==> config.mk <==
export PLATFORM = sky130hd
export DESIGN_NAME = set_intersection_engine
export DESIGN_NICKNAME = d
export VERILOG_FILES = /design/src/hdl/sie_pkg.sv /design/src/hdl/sie_ctrl.sv /design/src/hdl/sie_datapath.sv /design/src/hdl/set_intersection_engine.sv
export SDC_FILE = /design/constraint.sdc
export NUM_CORES = 2
export LEC_CHECK = 0
export BUFFER_PORTS_ARGS = -buffer_cell sky130_fd_sc_hd__buf_2
export CAP_MARGIN = 20
export CORE_UTILIZATION = 45
export DETAILED_ROUTE_END_ITERATION = 16
export SETUP_SLACK_MARGIN = 0.3
export SYNTH_ARGS = -nofsm -noshare
export SYNTH_HDL_FRONTEND = slang
export SYNTH_SLANG_ARGS = --single-unit
export TNS_END_PERCENT = 50
==> constraint.sdc <==
create_clock -name clk -period 4.2 [get_ports clk]
set_input_delay 0.84 -clock clk [delete_from_list [all_inputs] [get_ports clk]]
set_output_delay 0.84 -clock clk [all_outputs]
set_load 0.1 [all_outputs]
==> src/hdl/sie_pkg.sv <==
// shared constants and types for the set intersection engine
package sie_pkg;

  localparam int CAPACITY = 64;
  localparam int IDX_W = (CAPACITY > 1) ? $clog2(CAPACITY) : 1;
  localparam int CNT_W = $clog2(CAPACITY + 1);

  localparam int VALUE_W = 32;
  localparam int OPCODE_W = 2;
  localparam int COUNT_OUT_W = 7;
  localparam int COUNT_MAX_OUT = 127;
  localparam int SAT_W = (CNT_W > COUNT_OUT_W) ? CNT_W : COUNT_OUT_W;

  localparam int S_TDATA_W = 32;
  localparam int RES_W = VALUE_W + 1 + 1 + COUNT_OUT_W;
  localparam int M_TDATA_W = ((RES_W + 7) / 8) * 8;
  localparam int M_PAD_W = M_TDATA_W - RES_W;

  typedef enum logic [OPCODE_W-1:0] {
    OP_INSERT = 2'd0,
    OP_PROBE  = 2'd1,
    OP_CLEAR  = 2'd2
  } op_t;

  // controller to datapath
  typedef struct packed {
    logic load;    // capture the input request
    logic scan;    // read the next table entry
    logic commit;  // update table and load the result register
  } sie_cmd_t;

  // datapath to controller
  typedef struct packed {
    logic needs_scan;  // incoming request is an insert or a probe
    logic last_addr;   // scan address is at the last entry
    logic out_busy;    // result register full and not being taken
  } sie_stat_t;

endpackage

==> src/hdl/sie_ctrl.sv <==
// sequencer for load, table scan and commit of one request
module sie_ctrl
  import sie_pkg::*;
(
  input  logic      clk,
  input  logic      rst,
  input  logic      s_tvalid,
  output logic      s_tready,
  input  sie_stat_t stat,
  output sie_cmd_t  cmd
);

  typedef enum logic [3:0] {
    ST_IDLE   = 4'b0001,
    ST_SCAN   = 4'b0010,
    ST_DRAIN  = 4'b0100,
    ST_COMMIT = 4'b1000
  } state_t;

  state_t state;
  state_t state_next;

  assign s_tready = (state == ST_IDLE);

  always_comb begin
    state_next = state;
    cmd = '0;
    unique case (state)
      ST_IDLE: begin
        if (s_tvalid) begin
          cmd.load = 1'b1;
          state_next = stat.needs_scan ? ST_SCAN : ST_COMMIT;
        end
      end
      ST_SCAN: begin
        cmd.scan = 1'b1;
        if (stat.last_addr) begin
          state_next = ST_DRAIN;
        end
      end
      // last read word is compared here
      ST_DRAIN: begin
        state_next = ST_COMMIT;
      end
      ST_COMMIT: begin
        if (!stat.out_busy) begin
          cmd.commit = 1'b1;
          state_next = ST_IDLE;
        end
      end
      default: begin
        state_next = ST_IDLE;
      end
    endcase
  end

  always_ff @(posedge clk) begin
    if (rst) begin
      state <= ST_IDLE;
    end else begin
      state <= state_next;
    end
  end

endmodule

==> src/hdl/sie_datapath.sv <==
// entry memory, valid bits, scan compare, count and result register
module sie_datapath
  import sie_pkg::*;
(
  input  logic                 clk,
  input  logic                 rst,
  input  logic [S_TDATA_W-1:0] s_tdata,
  input  logic [OPCODE_W-1:0]  s_tuser,
  output logic                 m_tvalid,
  input  logic                 m_tready,
  output logic [M_TDATA_W-1:0] m_tdata,
  input  sie_cmd_t             cmd,
  output sie_stat_t            stat
);

  logic [VALUE_W-1:0] mem [CAPACITY];
  logic [CAPACITY-1:0] valid;
  logic [CNT_W-1:0] count;
  logic [CNT_W-1:0] count_next;

  op_t op_q;
  logic [VALUE_W-1:0] val_q;

  logic [IDX_W-1:0] rd_idx;
  logic [IDX_W-1:0] cmp_idx;
  logic [VALUE_W-1:0] rd_data;
  logic cmp_en;

  logic hit_found;
  logic [IDX_W-1:0] hit_slot;
  logic free_found;
  logic [IDX_W-1:0] free_slot;

  logic cmp_valid;
  logic ins_ok;
  logic ins_full;
  logic prb_hit;
  logic is_clr;

  logic [SAT_W-1:0] count_ext;
  logic [COUNT_OUT_W-1:0] count_sat;

  logic out_valid;
  logic [VALUE_W-1:0] out_value;
  logic out_common;
  logic out_status;
  logic [COUNT_OUT_W-1:0] out_count;

  assign stat.needs_scan = (s_tuser == OP_INSERT) || (s_tuser == OP_PROBE);
  assign stat.last_addr = (rd_idx == IDX_W'(CAPACITY - 1));
  assign stat.out_busy = out_valid && !m_tready;

  // capture request
  always_ff @(posedge clk) begin
    if (cmd.load) begin
      op_q <= op_t'(s_tuser);
      val_q <= s_tdata[VALUE_W-1:0];
    end
  end

  // scan address and registered read
  always_ff @(posedge clk) begin
    if (rst) begin
      rd_idx <= '0;
      cmp_en <= 1'b0;
    end else begin
      cmp_en <= cmd.scan;
      if (cmd.load) begin
        rd_idx <= '0;
      end else if (cmd.scan) begin
        rd_idx <= rd_idx + 1'b1;
      end
    end
  end

  always_ff @(posedge clk) begin
    if (cmd.scan) begin
      rd_data <= mem[rd_idx];
      cmp_idx <= rd_idx;
    end
    if (cmd.commit && ins_ok) begin
      mem[free_slot] <= val_q;
    end
  end

  assign cmp_valid = valid[cmp_idx];

  // keep the first match and the lowest free slot
  always_ff @(posedge clk) begin
    if (rst) begin
      hit_found <= 1'b0;
      free_found <= 1'b0;
    end else if (cmd.load) begin
      hit_found <= 1'b0;
      free_found <= 1'b0;
    end else if (cmp_en) begin
      if (!hit_found && cmp_valid && (rd_data == val_q)) begin
        hit_found <= 1'b1;
      end
      if (!free_found && !cmp_valid) begin
        free_found <= 1'b1;
      end
    end
  end

  always_ff @(posedge clk) begin
    if (cmp_en && !hit_found && cmp_valid && (rd_data == val_q)) begin
      hit_slot <= cmp_idx;
    end
    if (cmp_en && !free_found && !cmp_valid) begin
      free_slot <= cmp_idx;
    end
  end

  always_comb begin
    ins_ok = 1'b0;
    ins_full = 1'b0;
    prb_hit = 1'b0;
    is_clr = 1'b0;
    unique case (op_q)
      OP_INSERT: begin
        ins_ok = !hit_found && free_found;
        ins_full = !hit_found && !free_found;
      end
      OP_PROBE: begin
        prb_hit = hit_found;
      end
      OP_CLEAR: begin
        is_clr = 1'b1;
      end
      default: begin
        is_clr = 1'b0;
      end
    endcase
  end

  always_comb begin
    count_next = count;
    if (is_clr) begin
      count_next = '0;
    end else if (ins_ok) begin
      count_next = count + 1'b1;
    end else if (prb_hit && (count != '0)) begin
      count_next = count - 1'b1;
    end
  end

  always_ff @(posedge clk) begin
    if (rst) begin
      valid <= '0;
      count <= '0;
    end else if (cmd.commit) begin
      count <= count_next;
      if (is_clr) begin
        valid <= '0;
      end else if (ins_ok) begin
        valid[free_slot] <= 1'b1;
      end else if (prb_hit) begin
        valid[hit_slot] <= 1'b0;
      end
    end
  end

  // saturate the reported count to the field width
  assign count_ext = SAT_W'(count_next);
  assign count_sat = (count_ext > SAT_W'(COUNT_MAX_OUT)) ?
                     COUNT_OUT_W'(COUNT_MAX_OUT) : count_ext[COUNT_OUT_W-1:0];

  always_ff @(posedge clk) begin
    if (rst) begin
      out_valid <= 1'b0;
    end else if (cmd.commit) begin
      out_valid <= 1'b1;
    end else if (m_tready) begin
      out_valid <= 1'b0;
    end
  end

  always_ff @(posedge clk) begin
    if (cmd.commit) begin
      out_value <= is_clr ? '0 : val_q;
      out_common <= prb_hit;
      out_status <= ins_full;
      out_count <= count_sat;
    end
  end

  assign m_tvalid = out_valid;
  assign m_tdata = {{M_PAD_W{1'b0}}, out_count, out_status, out_common, out_value};

endmodule

==> src/hdl/set_intersection_engine.sv <==
// top level of the set intersection engine
// usage:
//   input stream s_*: s_tuser carries the opcode (insert first-list value, probe
//   second-list value, clear table); s_tdata carries the 32-bit value.
//   output stream m_*: one result per request, in request order.
//   insert and probe sweep the 64-entry value memory one entry per cycle through
//   its single read port before the commit; clear and unknown opcodes go straight
//   from acceptance to the commit.
//   one request is in flight at a time; s_tready is high while the engine waits.
//   the result register lets a new request start while the previous result is
//   still held; a request finishes only once that register is free, so a
//   stalled receiver holds m_tvalid and m_tdata and in turn stops the input.
//   reset (rst, synchronous, active high) empties the table and the count and
//   drops any pending result; no clearing pass is needed.
//   stored_count saturates at 127.
module set_intersection_engine
  import sie_pkg::*;
(
  input  logic                 clk,
  input  logic                 rst,
  input  logic                 s_tvalid,
  output logic                 s_tready,
  input  logic [S_TDATA_W-1:0] s_tdata,   // [31:0] value
  input  logic [OPCODE_W-1:0]  s_tuser,   // [1:0] opcode
  output logic                 m_tvalid,
  input  logic                 m_tready,
  output logic [M_TDATA_W-1:0] m_tdata    // [31:0] value_out, [32] is_common,
                                          // [33] status, [40:34] stored_count
);

  sie_cmd_t cmd;
  sie_stat_t stat;

  sie_ctrl u_ctrl (
    .clk      (clk),
    .rst      (rst),
    .s_tvalid (s_tvalid),
    .s_tready (s_tready),
    .stat     (stat),
    .cmd      (cmd)
  );

  sie_datapath u_datapath (
    .clk      (clk),
    .rst      (rst),
    .s_tdata  (s_tdata),
    .s_tuser  (s_tuser),
    .m_tvalid (m_tvalid),
    .m_tready (m_tready),
    .m_tdata  (m_tdata),
    .cmd      (cmd),
    .stat     (stat)
  );

endmodule
==> key figures <==
STA
  – RSZ-0062 raised after global routing: false
  – Final setup vio count: 0
  – Final hold vios: 0
  – Worst slew margin: 0.255
  – Part of the cycle the worst path needs: 0.800
  – Clock Skews: around 0.068 ns
  – Crit path time final: 3.36 ns
  – Fin Setup TNS: 0 ns
  – Worst Setup Slack, final: about 0.84 ns
  – Slew @ Worst Pin: about 1.1 ns
  – FMAX: a little under 300 MHz
  – Max-slew violation count: 0

Power and ir drop
  – Sequential power share: 0.545
  – Sw Pwr: around 9.5 mW
  – Leakage: roughly 30 nW
  – Total power draw: 45.9 mW
  – Combinational share of power: 0.023
  – Switching Share: 0.208
  – Cell internal pwr: between 30 and 40 mW
  – Pwr per Cell Area: between 400 and 500 nW/um^2
  – Maximum VDD drop: 0.000417 V
  – Clk pwr share: 0.432

Clock tree
  – Cts hold-fix bufs: 0
  – CTS root buf: clkbuf_16
  – Clk_lat worst skew: 0.88 ns
  – CTS tree: built
  – Htree depth: 4
  – Sink Count: about 2300
  – Deepest clock path buffer count: 3
  – Post-CTS Setup Inserts: 0
  – Resized cells post-CTS: 0
  – Clock-pin slew on the worst setup and hold paths: approximately 0.070 ns
  – CTS Buf Count: roughly 220

Placement
  – Setup WS pre-CTS: approximately 0.84 ns
  – GP Congestion: just over 0.8
  – Port buffer count: 80
  – DP HPWL: between 100000 and 150000 um

Synth
  – Synth top area share: 0.750
  – Synth Instances: 3854
  – Synth Register Bits: approximately 2300
  – Post-synth EDFFs: 2173
  – Yosys Warn Count: 0
  – Mean post-synth cell area: approximately 23 um^2
  – Yosys cell types: between 50 and 60
  – Cell taking the most area after synthesis: edfxtp_1
  – Synth Cell Area: a little under 90000 um^2
  – Post-synth ARST share: 0
  – Ranking of synthesized cells by area: edfxtp_1, mux4_2, dfxtp_1, a211oi_1, a21oi_1
  – Ys flop type: edfxtp_1
  – Post-synthesis sequential area ratio: 0.769

Min path
  – HP Class: in -> reg

Global routing
  – Remaining global-route overflow: 0
  – GRT Overall Usage: 0.229
  – Met3 GRT Util: 0.0418
  – Vias in the first global route: about 42000
  – M2 GR Usage: 0.361
  – Grt met1 use: 0.333
  – First-pass GRT wire length: ~320000 um
  – Largest net degree at the start of global routing: roughly 90
  – GR peak layer: met2
  – Antenna violations before repair: 8

Drt
  – Total Routed Length: 223000 um
  – Initial DRC count: between 5000 and 6000
  – Total number of vias: 42018
  – First-pass detailed-route iteration total: 6
  – DR vias/cell: 6.11
  – DRC errors left: 0
  – Wire length per cell: 32.4 um
  – DRT antenna net count: 0

Finish
  – Final core occ: 0.519
  – Synth-to-layout area growth: 14.7%
  – Share of layout cells above drive strength 1: 0.309
  – Nets: between 4000 and 5000

Run
  – Maxcap violations: 0

Floorplan
  – I/O Pins: 88
  – Die Height: 442 um
  – Die W: between 400 and 500 um
  – Row cnt: 161
  – Initial Util: 0.452
  – Core Region: about 190000 um^2
  – Die area: roughly 200000 um^2

Critical path
  – Required @ worst endpoint: about 4.8 ns
  – CP Class: reg -> reg
  – Worst Setup End Kind: flop
  – Arrival time worst endpoint: ~3.9 ns
  – Setup crit start kind: flop
  – Crit path max fanout: 12

Outcome
  – Status: completed
==> power by group through the flow <==
stage | clock [mW] | combinational [mW] | sequential, mW
floorplan | 0 | 0.338 | 25.7
global placement | 0 | 1.05 | 25.5
detailed placement | 0 | 1.08 | 25.5
CTS | 20.1 | 1.08 | 25.0
global route | 21.0 | 1.15 | 25.0
finish | 19.8 | 1.08 | 25.0
==> per-stage QoR <==
step	hold slack (ns)	cell area, um^2	instances
after floorplan	0.403	87100	3860
after global placement	0.474	92500	6451
after detailed placement	0.480	92500	6451
after CTS	0.0658	99800	6876
after global routing	0.0879	99800	6876
final	0.138	99800	6878
==> synth_stat cells (3+ instances only) <==
| cell type | instances |
|---|---|
| ha_1 | 4 |
| nand2_1 | 36 |
| edfxtp_1 | 2173 |
| nand3b_1 | 4 |
| o21ai_0 | 68 |
| mux2i_1 | 46 |
| nand2b_1 | 12 |
| a21o_1 | 3 |
| mux4_2 | 648 |
| o22ai_1 | 3 |
| nand4_1 | 14 |
| mux2_2 | 3 |
| or3_1 | 7 |
| a211oi_1 | 105 |
| nor2_1 | 103 |
| nand4b_1 | 3 |
| buf_1 | 23 |
| inv_1 | 12 |
| xnor2_1 | 22 |
| xor2_1 | 16 |
| nor4_1 | 5 |
| nand3_1 | 16 |
| dfxtp_1 | 85 |
| a21oi_1 | 114 |
| clkbuf_1 | 105 |
| nor2b_1 | 46 |
| and2_1 | 35 |
| nor3_1 | 13 |
| buf_4 | 24 |
| buf_2 | 72 |
==> sequential cells by signal, indices dropped and copies added, names as in the netlist, 2 cells and up <==
name,flops
u_datapath.rd_data,32
u_datapath.cmp_idx,6
u_datapath.mem,2048
u_datapath.out_value,32
u_datapath.hit_slot,6
u_datapath.rd_idx,6
u_datapath.valid,64
u_datapath.val_q,32
u_datapath.count,7
u_datapath.out_count,7
u_datapath.free_slot,6
u_datapath.op_q,2
u_ctrl.state,4
==> final cells by class <==
type	instances	area [um^2]
antenna	2	5.00
clock buffer	279	5820
clock inverter	146	1480
fill	14693	92600
inverter	12	46.3
multi-input combinational	1364	19500
sequential	2258	67000
tap	2526	3160
timing repair buffer	291	2790
==> routing by layer <==
metal	up-vias	part of all wire
met1	22902	0.41
li1	16992	-
met2	1839	0.48
met5	-	0.0016
met3	283	0.080
met4	2	0.021
==> cell families after synthesis <==
logic type      Yosys count  share of synthesized area
buf+inv                 238                     0.0125
other cells               1                  0.0000431
mux                     697                      0.173
compound gates          310                     0.0218
flops                  2258                      0.769
simple gates            308                     0.0186
fa+ha+maj                 4                   0.000575
xor+xnor                 38                    0.00382
==> layout by cell type (no fill, tap or decap), types with 13 or more instances in the layout <==
| cell type | n |
|---|---|
| buf_4 | 147 |
| nor2_4 | 64 |
| nand3_1 | 16 |
| buf_2 | 80 |
| mux2i_1 | 46 |
| xnor2_1 | 22 |
| clkinv_2 | 42 |
| bufinv_16 | 21 |
| nor3_1 | 13 |
| o21ai_0 | 68 |
| nor2_1 | 39 |
| nand4_1 | 14 |
| buf_12 | 64 |
| clkinv_1 | 58 |
| xor2_1 | 16 |
| a211oi_1 | 105 |
| clkbuf_1 | 54 |
| a21oi_1 | 114 |
| dfxtp_1 | 79 |
| clkbuf_16 | 224 |
| edfxtp_1 | 2173 |
| nand2_1 | 36 |
| mux4_2 | 648 |
| and2_1 | 35 |
| nor2b_1 | 46 |
==> worst max-delay path: stages (launching register included) <==
cell and delay [ns]:
dfxtp_4 0.55, buf_4 0.26, buf_4 0.30, mux4_2 0.55, nor2b_1 0.14, a211oi_1 0.22, a21oi_1 0.11, a211oi_1 0.81
a21oi_1 0.11
==> final timing paths <==
kind	from	to	slack, ns	cells after the start
max	u_datapath.rd_idx[0]	u_datapath.rd_data[10]	0.84	8
min	s_tdata[16]	u_datapath.val_q[16]	0.14	1
min reg2reg	u_datapath.count[6]	u_datapath.count[6]	0.49	2
max reg2reg	u_datapath.rd_idx[0]	u_datapath.rd_data[10]	0.84	8
Power figures use the tool's default switching activity.
